==> src/rtl/assert_macros.svh <==
// Assertion macros used by the RTL scheduler core
`ifndef ASSERT_MACROS_SVH
`define ASSERT_MACROS_SVH
// Assert that prop holds on every edge outside reset
`define ASSERT_HOLDS(label, clk, rst_n, prop, msg) \
  label: assert property (@(posedge clk) disable iff (!rst_n) (prop)) else $error(msg);
// Assert that cons holds in the same cycle whenever ante holds
`define ASSERT_IMPL(label, clk, rst_n, ante, cons, msg) \
  label: assert property (@(posedge clk) disable iff (!rst_n) (ante) |-> (cons)) else $error(msg);
`endif

==> src/rtl/prq_pkg.sv <==
// Package: types and constants of the priority ready-queue scheduler
`default_nettype none
package prq_pkg;
  localparam int unsigned QueueDepthDef = 16;
  localparam logic [7:0] TimeSliceReset = 8'd4;
  localparam logic [15:0] InitId = 16'd1;
  localparam logic [5:0] InitPrio = 6'd31;
  localparam logic [15:0] FirstFreeId = 16'd2;

  typedef enum logic [2:0] {
    CmdTick = 3'd0, CmdCreate = 3'd1, CmdUnblock = 3'd2, CmdYield = 3'd3,
    CmdBlock = 3'd4, CmdExit = 3'd5, CmdSetPrio = 3'd6, CmdNop = 3'd7
  } cmd_e;

  typedef struct packed {
    logic [2:0]  command;
    logic [15:0] thread_id;
    logic [5:0]  priority_req;
  } req_t;

  typedef struct packed {
    logic [15:0] running_id;
    logic [5:0]  running_priority;
    logic [15:0] created_id;
    logic        switched;
    logic        rejected;
    logic [31:0] idle_tick_count;
    logic [31:0] busy_tick_count;
  } rsp_t;

  typedef struct packed {
    logic [15:0] id;
    logic [5:0]  prio;
  } entry_t;
endpackage
`default_nettype wire

==> src/rtl/priority_ready_queue_scheduler_core.sv <==
// Preemptive priority scheduler with round robin among equal priorities: top level
// Timing: the sorted-queue walk in prq_queue, one entry moved per cycle, sets how long
// a command takes from one start to the next.
// Throughput: one command at a time; busy stays high through the result strobe.
// Reset: empty queue, thread 1 at priority 31 running, slice limit 4.
// Results are strobed for one cycle; the receiver cannot stall.
`default_nettype none
`include "assert_macros.svh"
module priority_ready_queue_scheduler_core #(
  parameter int unsigned QueueDepth = prq_pkg::QueueDepthDef
) (
  input  wire logic          clk_i,
  input  wire logic          rst_ni,
  input  wire logic          start,
  output logic               busy,
  input  wire prq_pkg::req_t req_i,
  output logic               done_o,
  output prq_pkg::rsp_t      rsp_o,
  input  wire logic          cfg_valid_i,
  output logic               cfg_ready_o,
  input  wire logic [7:0]    cfg_data_i
);
  localparam int unsigned CntW = $clog2(QueueDepth + 1);

  typedef enum logic [7:0] {
    SIdle = 8'b00000001, SDecide = 8'b00000010, SPopWait = 8'b00000100,
    SReins = 8'b00001000, SInsWait = 8'b00010000, SReinsWait = 8'b00100000,
    SCheck = 8'b01000000, SDone = 8'b10000000
  } state_e;

  state_e state_q, state_d;
  prq_pkg::req_t req_q, req_d;
  logic [7:0] slice_cfg_q;
  logic [15:0] cur_id_q, cur_id_d, before_q, before_d, next_id_q, next_id_d;
  logic [15:0] created_q, created_d;
  logic [5:0] cur_pr_q, cur_pr_d;
  logic [7:0] slice_q, slice_d;
  logic [31:0] idle_q, idle_d, busyc_q, busyc_d;
  logic rej_q, rej_d;
  prq_pkg::entry_t saved_q, saved_d;
  logic q_ins, q_pop, q_done;
  prq_pkg::entry_t q_entry, q_head;
  logic [CntW-1:0] q_count;
  logic full;

  prq_queue #(.QueueDepth(QueueDepth)) u_queue (
    .clk_i, .rst_ni, .ins_i(q_ins), .pop_i(q_pop), .ins_entry_i(q_entry),
    .done_o(q_done), .head_o(q_head), .count_o(q_count)
  );

  assign full = (q_count == CntW'(QueueDepth));
  assign busy = (state_q != SIdle);
  assign cfg_ready_o = (state_q == SIdle);

  always_comb begin
    state_d = state_q; req_d = req_q; cur_id_d = cur_id_q; cur_pr_d = cur_pr_q;
    before_d = before_q; next_id_d = next_id_q; created_d = created_q;
    slice_d = slice_q; idle_d = idle_q; busyc_d = busyc_q; rej_d = rej_q;
    saved_d = saved_q; q_ins = 1'b0; q_pop = 1'b0; q_entry = saved_q;
    done_o = 1'b0;
    unique case (state_q)
      SIdle: begin
        if (start) begin
          req_d = req_i; before_d = cur_id_q; created_d = '0; rej_d = 1'b0;
          state_d = SDecide;
        end
      end
      SDecide: begin
        state_d = SDone;
        unique case (prq_pkg::cmd_e'(req_q.command))
          prq_pkg::CmdTick: begin
            if (cur_id_q == '0) idle_d = idle_q + 32'd1;
            else busyc_d = busyc_q + 32'd1;
            slice_d = (slice_q != 8'hFF) ? slice_q + 8'd1 : slice_q;
            if (slice_d >= slice_cfg_q) state_d = SCheck;
          end
          prq_pkg::CmdCreate: begin
            if (full) rej_d = 1'b1;
            else begin
              saved_d = '{id: next_id_q, prio: req_q.priority_req};
              created_d = next_id_q;
              next_id_d = (next_id_q == 16'hFFFF) ? 16'd1 : next_id_q + 16'd1;
              state_d = SInsWait;
            end
          end
          prq_pkg::CmdUnblock: begin
            if (req_q.thread_id != '0) begin
              if (full) rej_d = 1'b1;
              else begin
                saved_d = '{id: req_q.thread_id, prio: req_q.priority_req};
                state_d = SInsWait;
              end
            end
          end
          prq_pkg::CmdYield: state_d = SCheck;
          prq_pkg::CmdBlock, prq_pkg::CmdExit: begin
            slice_d = '0;
            if (q_count == '0) begin
              cur_id_d = '0; cur_pr_d = '0;
            end else begin
              cur_id_d = q_head.id; cur_pr_d = q_head.prio; saved_d.id = '0;
              q_pop = 1'b1; state_d = SPopWait;
            end
          end
          prq_pkg::CmdSetPrio: begin
            if (cur_id_q != '0) cur_pr_d = req_q.priority_req;
            if (q_count != '0 && q_head.prio > cur_pr_d) state_d = SCheck;
          end
          default: state_d = SDone;
        endcase
        if (state_d == SInsWait) q_ins = 1'b1;
        q_entry = saved_d;
      end
      SInsWait: begin
        // after create insert, preempt if new prio is above current
        if (q_done) begin
          if (req_q.command == prq_pkg::CmdCreate && saved_q.prio > cur_pr_q)
            state_d = SCheck;
          else state_d = SDone;
        end
      end
      SCheck: begin
        // yield
        slice_d = '0;
        state_d = SDone;
        if (cur_id_q == '0) begin
          if (q_count != '0) begin
            cur_id_d = q_head.id; cur_pr_d = q_head.prio; saved_d.id = '0;
            q_pop = 1'b1; state_d = SPopWait;
          end
        end else if (q_count != '0 && cur_pr_q <= q_head.prio) begin
          saved_d = '{id: cur_id_q, prio: cur_pr_q};
          cur_id_d = q_head.id; cur_pr_d = q_head.prio;
          q_pop = 1'b1; state_d = SPopWait;
        end
      end
      SPopWait: begin
        if (q_done) state_d = (saved_q.id != '0) ? SReins : SDone;
      end
      SReins: begin
        q_ins = 1'b1; q_entry = saved_q; state_d = SReinsWait;
      end
      SReinsWait: begin
        if (q_done) state_d = SDone;
      end
      SDone: begin
        done_o = 1'b1; state_d = SIdle;
      end
      default: state_d = SIdle;
    endcase
  end

  always_comb begin
    rsp_o.running_id = cur_id_q;
    rsp_o.running_priority = cur_pr_q;
    rsp_o.created_id = created_q;
    rsp_o.switched = (cur_id_q != before_q);
    rsp_o.rejected = rej_q;
    rsp_o.idle_tick_count = idle_q;
    rsp_o.busy_tick_count = busyc_q;
  end

  always_ff @(posedge clk_i) begin
    req_q <= req_d; saved_q <= saved_d; created_q <= created_d;
    before_q <= before_d; rej_q <= rej_d;
  end

  always_ff @(posedge clk_i or negedge rst_ni) begin
    if (!rst_ni) begin
      state_q <= SIdle;
      slice_cfg_q <= prq_pkg::TimeSliceReset;
      cur_id_q <= prq_pkg::InitId;
      cur_pr_q <= prq_pkg::InitPrio;
      next_id_q <= prq_pkg::FirstFreeId;
      slice_q <= '0; idle_q <= '0; busyc_q <= '0;
    end else begin
      state_q <= state_d;
      if (cfg_valid_i && cfg_ready_o) slice_cfg_q <= cfg_data_i;
      cur_id_q <= cur_id_d; cur_pr_q <= cur_pr_d; next_id_q <= next_id_d;
      slice_q <= slice_d; idle_q <= idle_d; busyc_q <= busyc_d;
    end
  end

  `ASSERT_IMPL(a_done_from_done_state, clk_i, rst_ni, done_o, busy, "strobe while idle")
  `ASSERT_IMPL(a_idle_prio_zero, clk_i, rst_ni, done_o && rsp_o.running_id == 16'd0,
    rsp_o.running_priority == 6'd0, "idle thread has nonzero priority")
  `ASSERT_IMPL(a_created_not_rejected, clk_i, rst_ni, done_o && rsp_o.rejected,
    rsp_o.created_id == 16'd0, "rejected create reports an id")
endmodule
`default_nettype wire

==> src/rtl/prq_queue.sv <==
// Sorted ready queue: one entry moved per cycle by a shared shift/compare step
`default_nettype none
module prq_queue #(
  parameter int unsigned QueueDepth = prq_pkg::QueueDepthDef,
  localparam int unsigned IdxW = $clog2(QueueDepth),
  localparam int unsigned CntW = $clog2(QueueDepth + 1)
) (
  input  wire logic            clk_i,
  input  wire logic            rst_ni,
  input  wire logic            ins_i,
  input  wire logic            pop_i,
  input  wire prq_pkg::entry_t ins_entry_i,
  output logic                 done_o,
  output prq_pkg::entry_t      head_o,
  output logic [CntW-1:0]      count_o
);
  typedef enum logic [3:0] {
    QIdle = 4'b0001, QSearch = 4'b0010, QShift = 4'b0100, QPop = 4'b1000
  } qstate_e;

  qstate_e state_q, state_d;
  prq_pkg::entry_t mem_q [QueueDepth];
  prq_pkg::entry_t head_q, rd_q;
  logic [CntW-1:0] count_q, count_d, ptr_q, ptr_d;
  logic we;
  logic [IdxW-1:0] waddr;
  prq_pkg::entry_t wdata;
  logic [IdxW-1:0] raddr;

  assign head_o = head_q;
  assign count_o = count_q;

  // ptr walks the queue; rd_q is the registered read of raddr (the entry at ptr when popping)
  always_comb begin
    state_d = state_q;
    count_d = count_q;
    ptr_d = ptr_q;
    we = 1'b0;
    waddr = ptr_q[IdxW-1:0];
    wdata = ins_entry_i;
    raddr = ptr_q[IdxW-1:0];
    done_o = 1'b0;
    unique case (state_q)
      QIdle: begin
        if (ins_i) begin
          // search from the tail backward: shift while entry prio < new prio
          ptr_d = count_q;
          raddr = IdxW'(count_q - CntW'(1));
          state_d = QSearch;
        end else if (pop_i) begin
          ptr_d = CntW'(1);
          raddr = IdxW'(1);
          state_d = QPop;
        end
      end
      QSearch: begin
        // ptr is the free slot; rd_q is entry ptr-1
        if (ptr_q != '0 && rd_q.prio < ins_entry_i.prio) begin
          we = 1'b1;
          waddr = ptr_q[IdxW-1:0];
          wdata = rd_q;
          ptr_d = ptr_q - CntW'(1);
          raddr = IdxW'(ptr_q - CntW'(2));
        end else begin
          we = 1'b1;
          waddr = ptr_q[IdxW-1:0];
          wdata = ins_entry_i;
          count_d = count_q + CntW'(1);
          state_d = QShift;
          ptr_d = '0;
          raddr = '0;
        end
      end
      QShift: begin
        // reload head after change
        raddr = '0;
        done_o = 1'b1;
        state_d = QIdle;
      end
      QPop: begin
        if (ptr_q < count_q) begin
          we = 1'b1;
          waddr = IdxW'(ptr_q - CntW'(1));
          wdata = rd_q;
          ptr_d = ptr_q + CntW'(1);
          raddr = IdxW'(ptr_q + CntW'(1));
        end else begin
          count_d = count_q - CntW'(1);
          ptr_d = '0;
          raddr = '0;
          state_d = QShift;
        end
      end
      default: state_d = QIdle;
    endcase
  end

  always_ff @(posedge clk_i) begin
    if (we) mem_q[waddr] <= wdata;
    rd_q <= mem_q[raddr];
    if (state_q == QShift) head_q <= mem_q[0];
  end

  always_ff @(posedge clk_i or negedge rst_ni) begin
    if (!rst_ni) begin
      state_q <= QIdle;
      count_q <= '0;
      ptr_q <= '0;
    end else begin
      state_q <= state_d;
      count_q <= count_d;
      ptr_q <= ptr_d;
    end
  end
endmodule
`default_nettype wire

==> config.mk <==
export PLATFORM = sky130hd
export DESIGN_NAME = priority_ready_queue_scheduler_core
export DESIGN_NICKNAME = d
export VERILOG_FILES = /design/src/rtl/prq_pkg.sv /design/src/rtl/priority_ready_queue_scheduler_core.sv /design/src/rtl/prq_queue.sv
export VERILOG_INCLUDE_DIRS = /design/src /design/src/rtl
export SDC_FILE = /design/constraint.sdc
export NUM_CORES = 1
export LEC_CHECK = 0
export ABC_AREA = 1
export BUFFER_PORTS_ARGS = -buffer_cell sky130_fd_sc_hd__buf_2
export CORE_ASPECT_RATIO = 1.25
export CORE_UTILIZATION = 66
export CTS_CLUSTER_DIAMETER = 120
export DETAILED_ROUTE_END_ITERATION = 12
export GPL_TIMING_DRIVEN = 1
export PLACE_DENSITY = 0.85
export SLEW_MARGIN = 20
export SYNTH_ARGS = -nofsm -noshare
export SYNTH_HDL_FRONTEND = slang
export SYNTH_SLANG_ARGS = --single-unit
==> constraint.sdc <==
create_clock -name clk_i -period 14.6 [get_ports clk_i]
set_input_delay 2.92 -clock clk_i [delete_from_list [all_inputs] [get_ports clk_i]]
set_output_delay 2.92 -clock clk_i [all_outputs]
set_load 0.02 [all_outputs]
## Word level (Yosys, flattened, before mapping)

Memories as Yosys holds them, arrays and structs flattened. A register that Yosys moved wholly into a read port is not among the register bits.
Cells that the tools add are included.

| operators by class | value |
|---|---|
| div/mod/pow operators | 0 |
| shift-type cells | 0 |
| equal/unequal tests | 42 |
| magnitude comparators | 6 |
| multipliers | 0 |
| reductions and logical operators | 33 |
| add/subtract/negate cells | 9 |
| bitwise gates (word level) | 2 |
| muxes and demuxes | 94 |

Operator list:

| operator | number |
|---|---|
| $mux W16 | 12 |
| $mux W22 | 7 |
| $mux W8 | 16 |
| $pmux W22 S2 | 2 |
| $add A32 B1 Y32 const B | 2 |
| $pmux W16 S2 | 2 |
| $pmux W8 S7 | 1 |
| $mux W6 | 8 |
| $pmux W16 S3 | 1 |
| $pmux W8 S6 | 1 |
| $reduce_bool A16 Y1 | 3 |
| $mux W4 | 10 |
| $pmux W6 S2 | 3 |
| $pmux W8 S2 | 2 |
| $mux W5 | 6 |
| $reduce_and A3 Y1 | 7 |
| $ne A2 B2 Y1 const B | 10 |
| $reduce_and A4 Y1 | 5 |
| $add A16 B1 Y16 const B | 1 |
| $eq A16 B16 Y1 const B | 1 |
| $eq A8 B5 Y1 const B | 2 |
| $logic_not A16 Y1 | 1 |
| $ne A16 B16 Y1 | 1 |
| $pmux W4 S4 | 1 |
| 44 further kinds | 81 |

| storage, ports and cells | value |
|---|---|
| ROM bits | 0 |
| output and inout port bits | 107 |
| register bits | 220 |
| memories kept | 1 |
| bits in writable memories | 352 |
| logic and storage cells | 206 |
| latch bits | 0 |

Memories:

| memory | depth | width | rd ports | clocked after memory_dff | wr ports | RTL line | source |
|---|---|---|---|---|---|---|---|
| u_queue.mem_q | 16 | 22 | 2 | 2 | 1 | prq_queue.sv:22 | `prq_pkg::entry_t mem_q [QueueDepth];` |

## Depth between registers and ports, before layout

| logic depth | value |
|---|---|
| depth after elaboration | 14 |
| mapped depth | 24 |

## Hierarchy

From an unflattened synthesis, not the netlist that was laid out.

| second synthesis, totals | value |
|---|---|
| cells, all modules | 3145 |
| area, all modules | 29368.2 sq um |

Modules (own cells, without submodules):

| module | cells an instance | times used | area an instance (sq um) |
|---|---|---|---|
| prq_queue | 1653 | 1 | 17665.7 |
| priority_ready_queue_scheduler_core | 1492 | 1 | 11702.5 |

## Least setup slack after synthesis

Ideal clock, no wire load.

| timing path | value |
|---|---|
| path type | input-to-reg |
| start point | in start |
| end point | reg created_q[0] (enable) |
| path buffers | 0 |
| stages | 6 |
| setup slack | 8.699 ns |
| arrival time | 5.529 ns |
| data required time | 14.228 ns |
| setup time | 0.372 ns |
| path through | nor2_1 -> inv_1 -> nand2_1 -> nor2_1 -> inv_1 -> nand2_1 |

| between the ends | value |
|---|---|
| longest elaborated chain between the ends | 2 |

RTL lines:

| element | RTL line | source |
|---|---|---|
| from (decl) | priority_ready_queue_scheduler_core.sv:14 | `input wire logic start,` |
| $ne A2 B2 Y1 (no line) | -- |  |
| $reduce_and A4 Y1 (no line) | -- |  |
| to (signal assigned) | priority_ready_queue_scheduler_core.sv:164 | `req_q <= req_d; saved_q <= saved_d; created_q <= created_d;` |
| to (decl) | priority_ready_queue_scheduler_core.sv:35 | `logic [15:0] created_q, created_d;` |

No other way between the ends.
A chain may end at the register's enable or synchronous reset.

## Worst setup path in the final report

| timing path | value |
|---|---|
| start point | reg state_q[7] |
| end point | out busy |

| between the ends | value |
|---|---|
| longest elaborated chain between the ends | 1 |

RTL lines:

| element | RTL line | source |
|---|---|---|
| from (decl) | priority_ready_queue_scheduler_core.sv:31 | `state_e state_q, state_d;` |
| from (signal assigned) | priority_ready_queue_scheduler_core.sv:170 | `state_q <= SIdle;` |
| from (signal assigned) | priority_ready_queue_scheduler_core.sv:177 | `state_q <= state_d;` |
| $ne A8 B1 Y1 | priority_ready_queue_scheduler_core.sv:52 | `assign busy = (state_q != SIdle);` |
| to (decl) | priority_ready_queue_scheduler_core.sv:15 | `output logic busy,` |

No other way between the ends.

==> results.json <==
{
  "met2_usage_pct": 54.2,
  "vias": 21232,
  "hold_class": "reg -> reg",
  "slew_headroom_pct": 24.1,
  "fin_tns_setup_ps": 0,
  "met1_usage_pct": 38.4,
  "synthCells": 2808,
  "cp.arrival_ps": 2380,
  "cts_tree": "yes",
  "avgSynthCellArea_um2": 10.2,
  "rsz0062_at_grt": "no",
  "synth-adder-area-share_pct": 2.10,
  "routabilityCongestion": 0.927,
  "rows": 85,
  "finalHoldViolCount": 0,
  "clockBufferDepth": 3,
  "p_per_area_nw_per_um2": 219,
  "grt.overflow.total": 0,
  "cts_resized": 0,
  "yosysWarnings": 0,
  "clkTransAtPathRegs_ps": 60,
  "ys_ff_latch": 616,
  "ys_async_sr_fraction_pct": 22.7,
  "fin_nets": 3019,
  "grt_pass1_vias": 21271,
  "tightest_slew_ps": 1140,
  "antenna_found_initial": 0,
  "io_buffers": 143,
  "setup_viol": 0,
  "ant_nets": 0,
  "diodes": 0,
  "cp_slowest_stage_delay_ps": 500,
  "path_max_fanout": 5,
  "area_delta_synth_final_pct": 11.3,
  "leakagePower_nw": 13.9,
  "status": "complete, no violations",
  "drive_gt1_share_pct": 12.6,
  "core_um2": 43000,
  "slew_viol_final": 0,
  "synth-compound-area-share_pct": 4.75,
  "die_y_um": 235,
  "finClkSkew_ps": 10.7,
  "placedInstanceArea_um2": 29900,
  "pre_cts_slack_ps": 9300,
  "gr-max-usage-layer": "met2",
  "fin_crit_sh_pct": 36.3,
  "ctsRootBufferMaster": "clkbuf_16",
  "synth_xor_area_share_pct": 3.03,
  "fin_ws_ps": 9300,
  "slowest_stage": "nor4_1",
  "cp-start-kind": "register",
  "grt_pass1_wl_um": 110000,
  "drcViolationCount": 0,
  "cp_cell_sequence": "nor2_2, nand3_4, nor4_1, inv_1, buf_2",
  "synth_seq_area_share_pct": 61.4,
  "synth_mux_area_share_pct": 0.0393,
  "clock_latency_ps": 600,
  "wl_per_cell_um": 19.6,
  "grtUsageMet3_pct": 4.68,
  "dr.pass1.iters": 8,
  "fin_crit_ps": 5300,
  "cts_hold_buf": 0,
  "post_drt_via_cell_ratio": 5.99,
  "drt_wl_total_um": 69600,
  "drtIter0Drc": 2216,
  "synth_area_um2": 28600,
  "cts_buffers": 56,
  "timing.hold.ws_ps": 454,
  "final_area_um2": 31900,
  "peakVddDrop_mv": 0.165,
  "dieArea_um2": 44300,
  "synth-simple-area-share_pct": 21.4,
  "htreeDepth": 2,
  "instances_no_fill": 3544,
  "critical_path_class": "reg -> out",
  "grt_max_degree": 103,
  "die_w_um": 188,
  "ys_types": 57,
  "io-pin-count": 144,
  "dp.cells": 3441,
  "synth_ff_type": "edfxtp_1",
  "place_hpwl_um": 42900,
  "cap_violations": 0,
  "fmax_mhz": 189,
  "cts.sinks": 616,
  "crit_path_end_kind": "primary output",
  "grt_usage_pct": 31.5,
  "synth_edf_count": 454,
  "syn-num-nets": 2893,
  "postCtsSetupRepairBufs": 0,
  "initial_utilization_pct": 66.7,
  "required_ps": 11680,
  "synth_top_family_by_area": "simple AND/OR/NAND/NOR gates"
}
[layout make-up]
cell class / instances / area [um^2]
clock inverters: 29 / 308
fillers: 2736 / 11100
repair buffers: 180 / 1020
flip-flops and latches: 616 / 17600
inverters: 400 / 1500
well taps: 565 / 707
multi-input cells: 1680 / 9140
clock buffers: 74 / 1620
[state kept, by name, summed over array words and instances (netlist names), 16 cells and up]
signal          cells
before_q           16
busyc_q            32
created_q          16
cur_id_q           16
idle_q             32
next_id_q          16
req_q              25
saved_q            22
u_queue.head_o     22
u_queue.mem_q     352
u_queue.rd_q       22
[critical path: cells and delay by family (launching register included)]
kind / cells / cell delay (ps)
AND/OR/NAND/NOR: 3 / 840
flip-flops: 1 / 410
buffers and inverters: 2 / 540
[metrics by stage]
step	utilization, %	total power [W]
2_1_floorplan	-	0.00464
3_3_place_gp	69.6	0.00525
3_5_place_dp	69.7	0.00540
4_1_cts	74.2	0.00693
5_1_grt	74.2	0.00736
6_report	74.2	0.00698
[layout by cell type (no fill, tap or decap), types with 31 or more instances in the layout]
cell       instances
a21oi_1           43
buf_2            142
buf_4             35
clkbuf_16         58
dfrtp_1          130
edfxtp_1         454
ha_1              48
inv_1            387
nand2_1          580
nand3_1          390
nand3b_1          67
nor2_1           106
nor3_1            31
o21ai_0          137
xor2_1            70
[routing by layer]
metal	part of all wire, %	vias up
li1	-	9680
met1	37	10136
met2	50	1166
met3	8.5	250
met4	4.9	0
met5	0	-
[final timing paths]
| kind | cells past startpoint | slack [ps] | to | start |
|---|---|---|---|---|
| worst max register to register | 19 | 9710 | u_queue.rd_q[17] | u_queue.count_o[0] |
| max in group asynchronous | 2 | 10910 | idle_q[31] | rst_ni |
| worst max-delay path | 5 | 9300 | busy | state_q[7] |
| worst min register to register | 0 | 450 | u_queue.head_o[14] | u_queue.mem_q[0][14] |
| worst min-delay path | 0 | 450 | u_queue.head_o[14] | u_queue.mem_q[0][14] |
| min in group asynchronous | 1 | 2350 | idle_q[10] | rst_ni |
[cell usage after synthesis, types with 12 or more instances]
library cell  number  area (um^2)
nor4_1            17          106
clkbuf_1          36          135
nand3_1          390         1950
o21ai_0          137          686
nor2_1           124          465
xnor2_1           29          254
ha_1              48          601
nand2_1          581         2180
o22ai_1           13         81.3
dfxtp_1           22          440
buf_2             45          225
a21oi_1           44          220
nand4_1           26          163
edfxtp_1         454        13600
o221ai_1          17          149
dfrtp_1          130         3250
inv_1            388         1460
xor2_1            70          613
inv_2             12         45.0
buf_4             20          150
nor3_1            31          155
nand3b_1          67          503
[kinds of logic after synthesis]
kind of cell / after synthesis
compound gates: 237
xor+xnor: 99
fa+ha+maj: 48
buf+inv: 512
flops: 616
mux: 1
simple gates: 1295
[power by group]
group	switching, W	internal [W]
registers	0.000153	0.00238
logic	0.00208	0.000836
clock network	0.000644	0.000885
No activity file was read; power rests on OpenSTA's default activity.
